==> config.mk <==
export PLATFORM = sky130hd
export DESIGN_NAME = crc8_packet_framer
export DESIGN_NICKNAME = d
export VERILOG_FILES = /design/src/cpf_pkg.sv /design/src/crc8_packet_framer.sv /design/src/cpf_front.sv /design/src/cpf_queue.sv /design/src/cpf_back.sv
export SDC_FILE = /design/constraint.sdc
export NUM_CORES = 1
export LEC_CHECK = 0
export BUFFER_PORTS_ARGS = -buffer_cell sky130_fd_sc_hd__buf_4
export CORE_MARGIN = 2
export CORE_UTILIZATION = 55
export DETAILED_ROUTE_END_ITERATION = 10
export PLACE_DENSITY = 0.71
export SETUP_SLACK_MARGIN = 0.4
export SYNTH_ARGS = -nofsm -noshare
export SYNTH_HDL_FRONTEND = slang
export SYNTH_SLANG_ARGS = --single-unit
==> constraint.sdc <==
create_clock -name i_clk -period 4.9 [get_ports i_clk]
set_input_delay 0 -clock i_clk [delete_from_list [all_inputs] [get_ports i_clk]]
set_output_delay 0 -clock i_clk [all_outputs]
set_load 0.01 [all_outputs]
==> src/cpf_pkg.sv <==
// ----------------------------------------------------------------------------
// cpf_pkg
// shared types, constants and the crc-8 step function of the packet framer
// ----------------------------------------------------------------------------
package cpf_pkg;

    // payload bytes per frame, clamped to the range the position counter covers
    localparam int PAYLOAD_BYTES = 300;
    localparam int FRAME_LEN     = (PAYLOAD_BYTES < 2) ? 2 :
                                   ((PAYLOAD_BYTES > 511) ? 511 : PAYLOAD_BYTES);
    localparam int POS_W         = 9;
    localparam logic [POS_W-1:0] LAST_POS = POS_W'(FRAME_LEN - 1);

    // queue between front and back
    localparam int QUEUE_DEPTH = 4;
    localparam int QPTR_W      = $clog2(QUEUE_DEPTH);
    localparam int QCNT_W      = $clog2(QUEUE_DEPTH + 1);

    // sync header and crc polynomial
    localparam logic [7:0] SYNC0    = 8'hAA;
    localparam logic [7:0] SYNC1    = 8'h55;
    localparam logic [7:0] SYNC2    = 8'hA5;
    localparam logic [7:0] SYNC3    = 8'h5A;
    localparam logic [7:0] CRC_POLY = 8'h07;

    // emit step codes of the back sequencer
    localparam logic [2:0] STEP_HDR0   = 3'd0;
    localparam logic [2:0] STEP_HDR1   = 3'd1;
    localparam logic [2:0] STEP_HDR2   = 3'd2;
    localparam logic [2:0] STEP_HDR3   = 3'd3;
    localparam logic [2:0] STEP_SEQ_HI = 3'd4;
    localparam logic [2:0] STEP_SEQ_LO = 3'd5;
    localparam logic [2:0] STEP_DATA   = 3'd6;
    localparam logic [2:0] STEP_CRC    = 3'd7;

    // one classified payload beat
    typedef struct packed {
        logic [7:0]  data;
        logic [15:0] seq;
        logic        first;
        logic        last;
    } t_entry;

    // crc-8, msb first, no reflection
    function automatic logic [7:0] crc8_byte(input logic [7:0] crc, input logic [7:0] b);
        logic [7:0] c;
        c = crc ^ b;
        for (int k = 0; k < 8; k++) begin
            if (c[7]) begin
                c = {c[6:0], 1'b0} ^ CRC_POLY;
            end else begin
                c = {c[6:0], 1'b0};
            end
        end
        return c;
    endfunction

endpackage

==> src/crc8_packet_framer.sv <==
// ----------------------------------------------------------------------------
// crc8_packet_framer
// frames a payload byte stream with sync header, sequence number and crc-8
// ----------------------------------------------------------------------------
// usage
//   input channel: one payload byte per beat (i_in_valid / o_in_ready);
//     i_sequence_number is only looked at on the first beat of a frame
//   output channel: one framed byte per beat (o_out_valid / i_out_ready);
//     o_last_of_run marks the final byte caused by an input beat,
//     o_frame_end marks the closing crc byte
//   frame: AA 55 A5 5A, seq hi, seq lo, payload bytes, crc-8 (poly 0x07)
//   path: an accepted beat goes through the queue and the entry register to the output register
//   throughput: one output byte per cycle unless the receiver stalls, set by
//     the single emit sequencer; mid-frame beats flow at one per cycle, a
//     frame's first beat also emits header and sequence, the last one the crc
//   a 4-deep queue parts the front from the emit sequencer, so input beats
//     keep being taken while the receiver stalls until the queue fills
//   reset: frame position back to start of frame, queue and output emptied
// ----------------------------------------------------------------------------
module crc8_packet_framer (
    input  logic        i_clk,
    input  logic        i_rst_n,
    input  logic        i_in_valid,
    output logic        o_in_ready,
    input  logic [7:0]  i_payload_byte,
    input  logic [15:0] i_sequence_number,
    output logic        o_out_valid,
    input  logic        i_out_ready,
    output logic [7:0]  o_out_byte,
    output logic        o_last_of_run,
    output logic        o_frame_end
);
    import cpf_pkg::*;

    // front to queue
    logic   push;
    logic   full;
    t_entry front_entry;

    // queue to back
    logic   q_valid;
    logic   pop;
    t_entry q_entry;

    // accept beats, count frame position, tag first and last
    cpf_front u_front (
        .i_clk             (i_clk),
        .i_rst_n           (i_rst_n),
        .i_in_valid        (i_in_valid),
        .o_in_ready        (o_in_ready),
        .i_payload_byte    (i_payload_byte),
        .i_sequence_number (i_sequence_number),
        .i_full            (full),
        .o_push            (push),
        .o_entry           (front_entry)
    );

    // decouples input acceptance from output stalls
    cpf_queue u_queue (
        .i_clk   (i_clk),
        .i_rst_n (i_rst_n),
        .i_push  (push),
        .i_entry (front_entry),
        .o_full  (full),
        .i_pop   (pop),
        .o_valid (q_valid),
        .o_entry (q_entry)
    );

    // emits header, sequence, payload and crc bytes into the output register
    cpf_back u_back (
        .i_clk         (i_clk),
        .i_rst_n       (i_rst_n),
        .i_entry_valid (q_valid),
        .i_entry       (q_entry),
        .o_pop         (pop),
        .o_out_valid   (o_out_valid),
        .i_out_ready   (i_out_ready),
        .o_out_byte    (o_out_byte),
        .o_last_of_run (o_last_of_run),
        .o_frame_end   (o_frame_end)
    );

endmodule

==> src/cpf_front.sv <==
// ----------------------------------------------------------------------------
// cpf_front
// accepts payload beats, tracks frame position and tags first and last beats
// ----------------------------------------------------------------------------
module cpf_front (
    input  logic                i_clk,
    input  logic                i_rst_n,
    input  logic                i_in_valid,
    output logic                o_in_ready,
    input  logic [7:0]          i_payload_byte,
    input  logic [15:0]         i_sequence_number,
    input  logic                i_full,
    output logic                o_push,
    output cpf_pkg::t_entry     o_entry
);
    import cpf_pkg::*;

    logic [POS_W-1:0] r_pos;
    logic [POS_W-1:0] n_pos;
    logic             is_last;

    assign o_in_ready = !i_full;
    assign o_push     = i_in_valid && !i_full;
    assign is_last    = (r_pos >= LAST_POS);

    assign o_entry.data  = i_payload_byte;
    assign o_entry.seq   = i_sequence_number;
    assign o_entry.first = (r_pos == '0);
    assign o_entry.last  = is_last;

    always_comb begin
        n_pos = r_pos;
        if (o_push) begin
            n_pos = is_last ? '0 : r_pos + POS_W'(1);
        end
    end

    always_ff @(posedge i_clk) begin
        if (!i_rst_n) begin
            r_pos <= '0;
        end else begin
            r_pos <= n_pos;
        end
    end

endmodule

==> src/cpf_queue.sv <==
// ----------------------------------------------------------------------------
// cpf_queue
// small first-word-fall-through queue of classified beats
// ----------------------------------------------------------------------------
module cpf_queue (
    input  logic            i_clk,
    input  logic            i_rst_n,
    input  logic            i_push,
    input  cpf_pkg::t_entry i_entry,
    output logic            o_full,
    input  logic            i_pop,
    output logic            o_valid,
    output cpf_pkg::t_entry o_entry
);
    import cpf_pkg::*;

    t_entry              r_mem [QUEUE_DEPTH];
    logic [QPTR_W-1:0]   r_wr_ptr;
    logic [QPTR_W-1:0]   r_rd_ptr;
    logic [QCNT_W-1:0]   r_count;

    assign o_full  = (r_count == QCNT_W'(QUEUE_DEPTH));
    assign o_valid = (r_count != '0);
    assign o_entry = r_mem[r_rd_ptr];

    always_ff @(posedge i_clk) begin
        if (i_push) begin
            r_mem[r_wr_ptr] <= i_entry;
        end
    end

    always_ff @(posedge i_clk) begin
        if (!i_rst_n) begin
            r_wr_ptr <= '0;
            r_rd_ptr <= '0;
            r_count  <= '0;
        end else begin
            if (i_push) begin
                r_wr_ptr <= r_wr_ptr + QPTR_W'(1);
            end
            if (i_pop) begin
                r_rd_ptr <= r_rd_ptr + QPTR_W'(1);
            end
            case ({i_push, i_pop})
                2'b10:   r_count <= r_count + QCNT_W'(1);
                2'b01:   r_count <= r_count - QCNT_W'(1);
                default: r_count <= r_count;
            endcase
        end
    end

endmodule

==> src/cpf_back.sv <==
// ----------------------------------------------------------------------------
// cpf_back
// emit sequencer: header, sequence, payload and crc bytes, when not stalled one per cycle
// ----------------------------------------------------------------------------
module cpf_back (
    input  logic            i_clk,
    input  logic            i_rst_n,
    input  logic            i_entry_valid,
    input  cpf_pkg::t_entry i_entry,
    output logic            o_pop,
    output logic            o_out_valid,
    input  logic            i_out_ready,
    output logic [7:0]      o_out_byte,
    output logic            o_last_of_run,
    output logic            o_frame_end
);
    import cpf_pkg::*;

    t_entry     r_entry;
    logic       r_have;
    logic [2:0] r_step;
    logic [7:0] r_crc;
    logic       r_ov;
    logic [7:0] r_byte;
    logic       r_lor;
    logic       r_fend;

    logic       adv;
    logic       emit;
    logic       finishing;
    logic       load;
    logic [7:0] cur_byte;
    logic [7:0] crc_base;

    assign adv       = !r_ov || i_out_ready;
    assign emit      = r_have && adv;
    assign finishing = emit && ((r_step == STEP_DATA && !r_entry.last) ||
                                (r_step == STEP_CRC));
    assign load      = i_entry_valid && (!r_have || finishing);
    assign o_pop     = load;

    always_comb begin
        unique case (r_step)
            STEP_HDR0:   cur_byte = SYNC0;
            STEP_HDR1:   cur_byte = SYNC1;
            STEP_HDR2:   cur_byte = SYNC2;
            STEP_HDR3:   cur_byte = SYNC3;
            STEP_SEQ_HI: cur_byte = r_entry.seq[15:8];
            STEP_SEQ_LO: cur_byte = r_entry.seq[7:0];
            STEP_DATA:   cur_byte = r_entry.data;
            STEP_CRC:    cur_byte = r_crc;
            default:     cur_byte = r_entry.data;
        endcase
    end

    // crc restarts with the first sync byte of every frame
    assign crc_base = (r_step == STEP_HDR0) ? 8'h00 : r_crc;

    always_ff @(posedge i_clk) begin
        if (load) begin
            r_entry <= i_entry;
        end
        if (emit) begin
            r_byte <= cur_byte;
            r_lor  <= (r_step == STEP_CRC) || (r_step == STEP_DATA && !r_entry.last);
            r_fend <= (r_step == STEP_CRC);
            if (r_step != STEP_CRC) begin
                r_crc <= crc8_byte(crc_base, cur_byte);
            end
        end
    end

    always_ff @(posedge i_clk) begin
        if (!i_rst_n) begin
            r_have <= 1'b0;
            r_step <= STEP_HDR0;
            r_ov   <= 1'b0;
        end else begin
            if (load) begin
                r_have <= 1'b1;
                r_step <= i_entry.first ? STEP_HDR0 : STEP_DATA;
            end else if (finishing) begin
                r_have <= 1'b0;
            end else if (emit) begin
                r_step <= r_step + 3'd1;
            end
            if (emit) begin
                r_ov <= 1'b1;
            end else if (adv) begin
                r_ov <= 1'b0;
            end
        end
    end

    assign o_out_valid   = r_ov;
    assign o_out_byte    = r_byte;
    assign o_last_of_run = r_lor;
    assign o_frame_end   = r_fend;

endmodule
Yosys cells after proc, flatten, opt, wreduce, memory -nomap -nowiden
Memories as Yosys holds them, arrays and structs flattened. A register that Yosys moved wholly into a read port is not among the register bits.
Cells that the tools add are included.
{"block": "word_totals", "n_memories": 1, "regBits": 64, "elab_cells": 103, "input_bits": 28, "out_inout_bits": 12, "ramBits": 104}
{"block": "classes", "n_addsub": 6, "n_lt_le_gt_ge": 1, "eq_ne": 12, "n_mux": 38, "bitwise": 9, "n_reduce_logical": 21}
{"name": "u_queue.r_mem", "words": 4, "word_bits": 26, "rd": 1, "rd_clocked_by_memory_dff": 1, "wr": 1, "line": "cpf_queue.sv:17", "source": "t_entry r_mem [QUEUE_DEPTH];"}
{"operator": "two-way mux 8 bit", "count": 15}
{"operator": "case mux 8 bit (8 select lines)", "count": 1}
{"operator": "two-way mux 3 bit", "count": 12}
{"operator": "inverter 3 bit", "count": 8}
{"operator": "equality test 3 bit, second input constant", "count": 5}
{"operator": "adder 9 x 1 -> 9 bit, second input constant", "count": 1}
{"operator": ">= comparator 9 bit, second input constant", "count": 1}
{"operator": "logical NOT 9 bit", "count": 1}
{"operator": "two-way mux 9 bit", "count": 1}
{"operator": "nonzero test 2 bit", "count": 4}
{"operator": "XOR 8 bit", "count": 1}
{"operator": "adder 3 x 1 -> 3 bit, second input constant", "count": 2}
{"operator": "equality test 3 x 2 -> 1 bit, second input constant", "count": 2}
{"operator": "two-way mux 1 bit", "count": 6}
{"operator": "case mux 3 bit (2 select lines)", "count": 1}
{"operator": "logical AND 1 bit", "count": 5}
{"operator": "adder 2 x 1 -> 2 bit, second input constant", "count": 2}
{"operator": "logical NOT 1 bit", "count": 4}
{"operator": "two-way mux 2 bit", "count": 2}
{"operator": "AND reduction 2 bit", "count": 2}
{"operator": "equality test 3 x 1 -> 1 bit, second input constant", "count": 1}
{"operator": "logical NOT 3 bit", "count": 1}
{"operator": "logical OR 1 bit", "count": 3}
{"operator": "!= test 3 bit, second input constant", "count": 1}
{"operator": "5 further kinds", "count": 5}

Depth between registers and ports, before layout
Gate-level depths: netlist of run 1.
{"block": "logic_depth", "depth_word": 33, "mapped_depth": 13, "mapped_depth_nobuf": 11}

By module
A second synthesis of run 1 with hierarchy kept.
{"block": "unflattened", "cells_unflattened": 469, "hier_area_um2": 7424.6}
{"mod": "cpf_queue", "seq_area_each_um2": 3303.2, "area_per_inst_um2": 4240.3, "cells_per_inst": 178, "instances": 1}
{"mod": "cpf_back", "seq_area_each_um2": 1391.3, "area_per_inst_um2": 2431.1, "cells_per_inst": 202, "instances": 1}
{"mod": "cpf_front", "seq_area_each_um2": 180.2, "area_per_inst_um2": 753.2, "cells_per_inst": 89, "instances": 1}

Least setup slack after synthesis of run 1
Ideal clock, no wire load.
{"block": "synth_path", "kind": "flip-flop to flip-flop", "from": "register u_back.r_step[0]", "to": "register u_queue.r_count[2]", "path_buffers": 2, "arrival_ns": 3.525, "setup_ns": 0.076, "slack_ns": 1.300, "period_less_slack_ns": 3.600, "path_stages_with_launch": 13, "required_time_ns": 4.824, "path_cell_list": "dfxtp_1 > ha_1 > ha_1 > buf_4 > clkbuf_1 > o21ai_1 > a21oi_2 > ha_1 > inv_1 > fa_1 > xor2_1 > or3_1 > a21boi_0"}
{"block": "synth_between", "elab_chain_cells": 8, "elab_cells_between_ends": 11, "classes_between": "eq/ne (4); mux (1); reduce/logical (6)"}
{"item": "from (decl)", "line": "cpf_back.sv:21", "source": "logic [2:0] r_step;"}
{"item": "from (signal assigned)", "line": "cpf_back.sv:81", "source": "r_step <= i_entry.first ? STEP_HDR0 : STEP_DATA;"}
{"item": "from (signal assigned)", "line": "cpf_back.sv:85", "source": "r_step <= r_step + 3'd1;"}
{"item": "equality test 3 bit", "line": "cpf_back.sv:37", "source": "assign finishing = emit && ((r_step == STEP_DATA && !r_entry.last) ||"}
{"item": "logical AND 1 bit", "line": "cpf_back.sv:37"}
{"item": "logical OR 1 bit *", "line": "cpf_back.sv:37"}
{"item": "logical AND 1 bit *", "line": "cpf_back.sv:37"}
{"item": "logical OR 1 bit *", "line": "cpf_back.sv:39", "source": "assign load = i_entry_valid && (!r_have || finishing);"}
{"item": "logical AND 1 bit *", "line": "cpf_back.sv:39"}
{"item": "via pop", "line": "crc8_packet_framer.sv:42", "source": "logic pop;"}
{"item": "equality test 2 x 1 -> 1 bit or equality test 2 bit (tied branches)", "line": "cpf_queue.sv:44", "source": "case ({i_push, i_pop})"}
{"item": "case mux 3 bit (2 select lines) or nonzero test 2 bit (tied branches)"}
{"item": "to (signal assigned)", "line": "cpf_queue.sv:45", "source": "2'b10: r_count <= r_count + QCNT_W'(1);"}
{"item": "to (signal assigned)", "line": "cpf_queue.sv:46", "source": "2'b01: r_count <= r_count - QCNT_W'(1);"}
{"item": "to (signal assigned)", "line": "cpf_queue.sv:47", "source": "default: r_count <= r_count;"}
{"item": "to (decl)", "line": "cpf_queue.sv:20", "source": "logic [QCNT_W-1:0] r_count;"}
Mark *: on every way through the listed nets, which the timed path passes. The rest lies on a longest branch.
A chain may end at the register's enable or synchronous reset.

Final worst setup path of run 1
{"block": "layout_path", "from": "register u_back.r_step[2]", "to": "register u_queue.r_count[2]"}
Same word-level chain as after synthesis.

==> results by group, run 1 <==
Run status
  – Status: completed

Synthesis
  – Syn_nets: 474
  – Top-area cell type share of the netlist area: 61.8%
  – Yosys cell types: 66
  – Share of synthesized registers carrying an async set or reset: 0%
  – Post-synth top area cell: edfxtp_1
  – Number of synthesized flops with an enable pin: 147
  – Mean Syn Cell Area: 16.5 µm²
  – Post-synthesis sequential area ratio: 68.3%
  – FF+latch count, synth: 170
  – Top cells by count, synth: edfxtp_1, nand2_1, mux4_2, dfxtp_1, nor2_1
  – Top post-synthesis cells by area: edfxtp_1, mux4_2, dfxtp_1
  – Yosys warns: 0
  – Ys flop type: edfxtp_1
  – Post-Syn Area: 7140 µm²
  – Cell count after synthesis: 432
  – Count leader, synth: edfxtp_1

Power and ir drop
  – Switching power: 1.80 mW
  – Worst VDD drop: 0.407 mV
  – Leak pwr: 2.93 nW
  – Pwr Total: 5.62 mW
  – Power per cell area: 667 nW/µm²
  – Net Sw Frac: 32.1%
  – Clk pwr share: 22.9%
  – Comb power frac: 36.2%
  – Flop pwr share: 40.9%
  – Internal power: 3.82 mW

STA
  – Final Cycle Share: 75.6%
  – Fin crit period: 3700 ps
  – Fin. Hold Viols: 0
  – Final setup viols: 0
  – F_max: 0.270 GHz
  – Final slew viol count: 0
  – RSZ-0062 raised after global routing: no
  – Max-Slew Margin vs Limit: 34.5%
  – Worst slew pin tran: 982 ps
  – Final TNS setup: 0 ps
  – Max Clock Skew: 8.89 ps

Global route
  – Overall Global Routing Usage: 19.3%
  – Global-route wire length before repair: 20200 µm
  – Most Crowded Layer GR: met2
  – Grt ovf: 0
  – Number of global-route vias before repair: 3913
  – Initial antenna violation count: 0
  – GR Util met1: 24.7%
  – Met3 Use GR: 5.18%
  – Pin count of the biggest net entering global routing: 33
  – Met2 GRT Util: 32.4%

Layout
  – Fin area: 8420 µm²
  – Sequential cell area: 4880 µm²
  – Ant. Diodes: 0
  – Post-layout util: 66.4%
  – Multi-input logic area: 2090 µm²
  – Final #Nets: 545
  – Layout area overhead: 17.9%
  – Fillers: 876
  – Fraction of layout instances using a drive strength above 1: 23.4%

Setup path
  – Worst setup SP type: flop
  – Worst r2r dst: u_queue.r_count[2]
  – CP Max Fanout: 32
  – Worst Reg-to-Reg Cells: 10
  – Reg2reg setup slack: 1200 ps
  – Arrival @ worst endpoint: 4040 ps
  – R2R Path Start: u_back.r_step[2]
  – Critical path class: flop to flop
  – CP required: 5240 ps
  – CP Capture Type: flop

Floorplan
  – Initial Util: 56.3%
  – Die Wd: 118 µm
  – IO Pins: 40
  – Die Area: 13900 µm²
  – Floorplan row count: 41
  – Chip Height: 118 µm
  – Total core area: 12700 µm²

Clock network
  – Number of post-CTS setup repair buffers: 0
  – Clock Path Buffers: 2
  – Hold Buf Count CTS: 25
  – H-tree level count: 4
  – Clock sinks: 170
  – Post-CTS resize count: 0
  – CTS root buf: clkbuf_16
  – Clock transition at path regs: 60 ps
  – Clock buffer count from CTS: 17
  – CTS tree: built
  – Clk_lat worst skew: 420 ps

Drt
  – DRT Pass-1 Iters: 5
  – DRC Markers: 0
  – DRT antenna net count: 0
  – Starting DRC count in detailed routing: 289
  – Overall routed net length: 12400 µm
  – Via count: 3862
  – Routed vias/inst: 5.61
  – Wire per inst: 18.1 µm

Placement
  – Port bufs: 39
  – Hpwl dp: 7910 µm
  – GPL Wtd Cong: 0.835
  – Placed cell areas: 7590 µm²

Hold path
  – Worst hold-check path type: primary input to flop
  – WHS Path Cells: 3
  – Endpoint, Worst Hold: u_back.o_out_valid
  – Hold path start: i_out_ready

Run
  – Max-cap violation count: 0
-- logic make-up after synthesis --
| group | synth area share (%) |
|---|---|
| buffers and inverters | 2.44 |
| flip-flops | 68.3 |
| adder cells (fa/ha/maj) | 2.56 |
| multiplexers | 8.48 |
| XOR/XNOR | 4.61 |
| AO/OA/AOI/OAI | 6.50 |
| AND/OR/NAND/NOR | 7.13 |
-- state kept, by name, summed over array words and instances (netlist names), named ones only --
register	flops
u_back.o_frame_end	1
u_back.r_have	1
u_queue.r_rd_ptr	2
u_queue.r_mem	104
u_back.r_crc	8
u_back.o_last_of_run	1
u_front.r_pos	9
u_back.r_entry	25
u_back.o_out_valid	1
u_back.o_out_byte	8
u_queue.r_count	3
u_queue.r_wr_ptr	2
u_back.r_step	3
-- stage by stage --
stage / worst slack (ps) / std cells / hold slack [ps]
floorplan: 1300 / 432 / 98.9
global placement: 1360 / 631 / 199
detailed placement: 1210 / 631 / 205
CTS: 1220 / 688 / 2.53
global route: 930 / 688 / 51.2
finish: 1200 / 688 / 0.125
-- worst max-delay path, cell delays in order, from the launching register on --
cell and delay (ps):
dfxtp_1 790, ha_1 760, o21ai_1 220, a21oi_2 170, buf_4 360, ha_1 260
inv_1 60, fa_1 380, xor2_1 160, or3_1 300, a21boi_0 170
-- cell usage in the layout (no fill, tap or decap), drive strengths merged, types with 3 or more instances in the layout --
master,count
a22o,4
nor3,4
and2,8
xor2,10
nand4,3
buf,45
nand3,5
a21boi,5
and3,5
edfxtp,147
a21oi,8
mux4,26
dlygate4sd3,25
a222oi,4
dfxtp,23
nand2b,4
clkinv,5
clkbuf,20
ha,13
nor2,21
xnor2,22
o21ai,7
inv,24
or2,3
nand2,32
nor4,3
-- routing by layer --
layer  share of wire [%]  wire length, µm
met1                  45             5580
met2                  50             6200
met4                 1.5              189
met5                   0                0
met3                 3.8              473
-- cell type report --
cell class,instances,share of cell area [%]
Clock inverter,12,1.64
Inverter,19,0.847
Timing Repair Buffer,70,6.99
Multi-Input combinational cell,225,24.8
Sequential cell,170,57.9
Clock buffer,20,5.19
Tap cell,172,2.56
-- power groups by stage --
stage | logic [mW] | registers [mW] | clock network (mW)
6_report | 2.04 | 2.30 | 1.28
5_1_grt | 2.23 | 2.34 | 1.37
4_1_cts | 2.05 | 2.30 | 1.31
3_5_place_dp | 2.03 | 2.33 | 0
3_3_place_gp | 1.95 | 2.31 | 0
2_1_floorplan | 1.66 | 2.23 | 0
-- how the worst max path moves through the flow --
stage / slack (ps) / cells after the start / startpoint / end
CTS: 1220 / 10 / u_back.r_step[2] / u_queue.r_count[2]
detailed placement: 1210 / 10 / u_back.r_step[2] / u_queue.r_count[2]
global route: 930 / 10 / u_back.r_step[2] / u_queue.r_count[2]
floorplan: 1300 / 12 / u_back.r_step[0] / u_queue.r_count[2]
finish: 1200 / 10 / u_back.r_step[2] / u_queue.r_count[2]
global placement: 1360 / 10 / u_back.r_step[2] / u_queue.r_count[2]
(Power assumes the default switching activity.)
==> run 2, diff against run 1 <==
clock period = 3.71 ns   (was 4.9 ns; I/O delays follow)
==> results by group, run 2 (synthesis results as in run 1) <==
Global route
  – Pin count of the biggest net entering global routing: 32
  – Overall Global Routing Usage: 19.7%
  – Number of global-route vias before repair: 3957
  – Initial antenna violation count: 0
  – Global-route wire length before repair: 20700 µm
  – Grt ovf: 0

Layout
  – Post-layout util: 66.2%
  – Max FFs per register: 104
  – Ant. Diodes: 0
  – Final non-filler cell total: 688
  – Most common cell after layout, fill and taps aside: edfxtp_1
  – Fraction of layout instances using a drive strength above 1: 24.2%
  – Fillers: 868
  – Commonest cells after routing, fill and taps aside: edfxtp_1, buf_4, nand2_1, mux4_2, dlygate4sd3_1
  – Fin area: 8390 µm²
  – Final #Nets: 545
  – Largest registers: u_queue.r_mem: 104 flops, u_back.r_entry: 25 flops, u_front.r_pos: 9 flops
  – Layout area overhead: 17.6%
  – Biggest register: u_queue.r_mem

Setup path
  – CP required: 4060 ps
  – Instance count on the critical path: 11
  – Worst setup SP type: flop
  – Worst setup startpoint: u_back.r_step[0]
  – Worst r2r dst: u_queue.r_count[2]
  – Critical path class: flop to flop
  – Reg2reg setup slack: 810 ps
  – CP max stage delay: 560 ps
  – CP Capture Type: flop
  – Buffers and inverters on the worst path: 2
  – Crit-path cells: inv_1, ha_1, and3b_1, o21ai_1, a21oi_4, ha_1, inv_1, fa_1, xor2_1, or3_1, a21boi_0
  – R2R Path Start: u_back.r_step[0]
  – Largest delay share family, worst path: adder cells
  – CP Max Fanout: 18
  – Slowest stage cell, crit path: ha_1
  – Arrival @ worst endpoint: 3260 ps
  – Worst Reg-to-Reg Cells: 11

Placement
  – Hpwl dp: 7610 µm
  – Placed cell areas: 7590 µm²
  – Placed Instances: 630
  – GPL Wtd Cong: 0.850
  – Port bufs: 39

Hold path
  – Endpoint, Worst Hold: u_queue.r_wr_ptr[1]
  – WHS Path Cells: 4
  – Hold path start: i_in_valid
  – Worst hold-check path type: primary input to flop

STA
  – Final Cycle Share: 78.3%
  – Max-Slew Margin vs Limit: 33.4%
  – Final TNS setup: 0 ps
  – Worst slew pin tran: 999 ps
  – Max Clock Skew: 12.5 ps
  – F_max: 0.344 GHz
  – RSZ-0062 raised after global routing: no
  – Fin crit period: 2900 ps
  – Fin. Hold Viols: 0
  – Final setup viols: 0
  – Final slew viol count: 0

Clock network
  – CTS root buf: clkbuf_16
  – Clock buffer count from CTS: 17
  – Clk_lat worst skew: 440 ps
  – Post-CTS resize count: 0
  – Clock sinks: 170
  – CTS tree: built
  – H-tree level count: 4
  – Hold Buf Count CTS: 26
  – Number of post-CTS setup repair buffers: 0
  – Clock Path Buffers: 2
  – Clock transition at path regs: 60 ps

Drt
  – DRT antenna net count: 0
  – Routed vias/inst: 5.52
  – Starting DRC count in detailed routing: 272
  – DRT Pass-1 Iters: 5
  – DRC Markers: 0
  – Via count: 3797
  – Wire per inst: 18.1 µm
  – Overall routed net length: 12400 µm

Floorplan
  – Floorplan row count: 41
  – Die Area: 13900 µm²
  – Die Wd: 118 µm
  – Initial Util: 56.3%
  – IO Pins: 40
  – Chip Height: 118 µm
  – Total core area: 12700 µm²

Run
  – Max-cap violation count: 0

Power and ir drop
  – Internal power: 4.91 mW
  – Flop pwr share: 41.1%
  – Net Sw Frac: 32.9%
  – Power per cell area: 871 nW/µm²
  – Worst VDD drop: 0.486 mV
  – Leak pwr: 2.90 nW
  – Switching power: 2.40 mW
  – Comb power frac: 36.8%
  – Clk pwr share: 22.1%

Run status
  – Status: completed
==> run 2: worst max path at each step <==
stage                                    end  slack (ps)
after global routing      u_queue.r_count[2]         520
after global placement    u_queue.r_count[2]         940
after CTS                 u_queue.r_count[2]         800
final                     u_queue.r_count[2]         810
after detailed placement  u_queue.r_count[2]         820
after floorplan           u_queue.r_count[2]         420
==> run 2: metal layers <==
metal | track usage (%) | routed length (µm) | up-vias
li1 | - | - | 1796
met1 | 26.6 | 5530 | 1894
met2 | 30.8 | 6090 | 93
met3 | 5.57 | 625 | 14
met4 | 7.61 | 174 | 0
met5 | 0 | 0 | -
==> run 2: area by class of cell <==
type,count,area (µm²),area share [%]
flip-flops and latches,170,4880,58.1
multi-input cells,225,2100,25.0
repair buffers,70,591,7.04
clock buffers,18,429,5.11
well taps,172,215,2.56
clock inverters,14,110,1.31
inverters,19,71.3,0.850
==> run 2: power groups by stage <==
stage,sequential (mW),combinational [mW],clock (mW)
after floorplan,2.95,2.19,0
after global placement,3.03,2.60,0
final,3.00,2.69,1.62
after detailed placement,3.04,2.68,0
after CTS,3.01,2.72,1.64
after global routing,3.05,2.96,1.73
==> run 2: metrics by stage <==
| stage | setup slack [ps] | total power, mW | hold slack [ps] |
|---|---|---|---|
| floorplan | 418 | 5.14 | 98.9 |
| global placement | 945 | 5.64 | 198 |
| detailed placement | 824 | 5.72 | 203 |
| CTS | 802 | 7.37 | 126 |
| global route | 518 | 7.75 | 183 |
| finish | 806 | 7.31 | 144 |
==> run 2: worst register-to-register path, cell delays in order (launching register included) <==
cell      delay [ps]
dfxtp_1          360
inv_1            100
ha_1             560
and3b_1          290
o21ai_1          120
a21oi_4          190
ha_1             190
inv_1             60
fa_1             370
xor2_1           160
or3_1            300
a21boi_0         150
==> run 3, diff against run 2 <==
clock period = 2.7 ns   (was 3.71 ns; I/O delays follow)
==> results by group, run 3 (synthesis results as in run 1) <==
Floorplan
  – Floorplan row count: 41
  – Chip Height: 118 µm
  – Die Area: 13900 µm²
  – Die Wd: 118 µm
  – Initial Util: 56.3%
  – Total core area: 12700 µm²
  – IO Pins: 40

Drt
  – Starting DRC count in detailed routing: 302
  – DRT antenna net count: 0
  – DRC Markers: 0
  – Overall routed net length: 13200 µm
  – DRT Pass-1 Iters: 5
  – Wire per inst: 18.3 µm
  – Routed vias/inst: 5.51
  – Via count: 3970

Power and ir drop
  – Internal power: 7.33 mW
  – Comb power frac: 42.4%
  – Leak pwr: 3.11 nW
  – Net Sw Frac: 32.9%
  – Flop pwr share: 38.0%
  – Pwr Total: 10.9 mW
  – Power per cell area: 1240 nW/µm²
  – Clk pwr share: 19.5%
  – Worst VDD drop: 0.656 mV
  – Switching power: 3.60 mW

Clock network
  – Clock Path Buffers: 2
  – H-tree level count: 4
  – Clock buffer count from CTS: 17
  – Clk_lat worst skew: 420 ps
  – Clock transition at path regs: 60 ps
  – Clock sinks: 170
  – CTS tree: built
  – CTS root buf: clkbuf_16

Setup path
  – CP Capture Type: flop
  – CP required: 2870 ps
  – R2R Path Start: u_back.r_step[0]
  – Worst r2r dst: u_back.r_crc[3]
  – Slowest stage cell, crit path: a2111o_1
  – Crit-path cells: inv_4, ha_4, buf_4, o21ba_4, a2111o_1, o32ai_2, a221o_2, xnor2_2, xnor2_1
  – CP max stage delay: 390 ps
  – Reg2reg setup slack: 370 ps
  – Critical path class: flop to flop
  – Worst setup SP type: flop
  – Arrival @ worst endpoint: 2490 ps
  – Worst Reg-to-Reg Cells: 9
  – CP Max Fanout: 4

STA
  – F_max: 0.430 GHz
  – Fin. Hold Viols: 0
  – Final slew viol count: 0
  – Worst slew pin tran: 552 ps
  – Final TNS setup: 0 ps
  – RSZ-0062 raised after global routing: yes
  – Max-Slew Margin vs Limit: 63.2%
  – Hold_ws: 40.2 ps
  – Final Cycle Share: 86.2%
  – Max Clock Skew: 5.35 ps
  – Final setup viols: 0
  – Final worst setup slack: 373 ps
  – Fin crit period: 2330 ps

Layout
  – Final #Nets: 578
  – Max FFs per register: 104
  – Fin area: 8830 µm²
  – Largest registers: u_queue.r_mem: 104 flops, u_back.r_entry: 25 flops, u_front.r_pos: 9 flops
  – Final non-filler cell total: 720
  – Commonest cells after routing, fill and taps aside: edfxtp_1, buf_4, nand2_1, mux4_2, dlygate4sd3_1
  – Post-layout util: 69.7%
  – Biggest register: u_queue.r_mem
  – Ant. Diodes: 0
  – Fraction of layout instances using a drive strength above 1: 32.7%
  – Most common cell after layout, fill and taps aside: edfxtp_1
  – Fillers: 820
  – Layout area overhead: 23.6%

Placement
  – Hpwl dp: 7770 µm
  – Port bufs: 39
  – Placed cell areas: 7710 µm²
  – GPL Wtd Cong: 0.835
  – Post-place setup slack: 203 ps
  – Placed Instances: 637

Hold path
  – Hold path start: i_in_valid
  – WHS Path Cells: 4
  – Endpoint, Worst Hold: u_queue.r_wr_ptr[1]
  – Worst hold-check path type: primary input to flop

Run status
  – Status: completed

Global route
  – Number of global-route vias before repair: 3984
  – Global-route wire length before repair: 20500 µm
  – Grt ovf: 0
  – Initial antenna violation count: 0
  – Overall Global Routing Usage: 19.7%
  – Pin count of the biggest net entering global routing: 32

Run
  – Max-cap violation count: 0
==> run 3: timing repair <==
item,4_1_cts,5_1_grt
buffers inserted,11,15
setup endpoints to repair,9,9
hold endpoints to repair,110,0
gates cloned,0,0
pin swaps,4,17
hold buffers,26,0
gates resized for setup,10,25
==> run 3: per-layer routing <==
metal	track usage (%)	routed length [µm]
met1	24.8	5530
met2	32.5	6810
met3	5.47	665
met4	7.76	184
met5	0	0
==> run 3: final cells by class <==
class / instances / area, µm² / share of cell area (%)
clock buffers: 17 / 425 / 4.82
well taps: 172 / 215 / 2.44
repair buffers: 103 / 862 / 9.77
multi-input cells: 225 / 2270 / 25.7
inverters: 19 / 76.3 / 0.865
flip-flops and latches: 170 / 4880 / 55.3
clock inverters: 14 / 96.3 / 1.09
==> run 3: power groups by stage <==
stage	Combinational [mW]	Sequential (mW)	Clock, mW
after floorplan	3.06	4.07	0
after global placement	3.72	4.17	0
after detailed placement	3.86	4.17	0
after CTS	4.05	4.13	2.17
after global routing	5.02	4.22	2.28
final	4.64	4.16	2.13
==> run 3: worst max-delay path by stage <==
stage / from / depth (start not counted) / slack, ps / to
final: u_back.r_step[0] / 9 / 370 / u_back.r_crc[3]
after global routing: u_queue.r_count[2] / 9 / 300 / u_queue.r_count[2]
after CTS: u_back.r_step[1] / 8 / 400 / u_back.r_crc[3]
after detailed placement: u_back.r_step[1] / 8 / 200 / u_back.r_crc[3]
after global placement: u_back.r_step[0] / 8 / 280 / u_back.r_crc[0]
after floorplan: u_back.r_step[0] / 13 / -180 / u_queue.r_count[2]
==> run 3: critical path, delay by kind of cell (launching register included) <==
kind	cells	cell delay, ps
XOR/XNOR	2	260
AO/OA/AOI/OAI	4	1060
flip-flops	1	380
adder cells (fa/ha/maj)	1	170
buffers and inverters	2	200
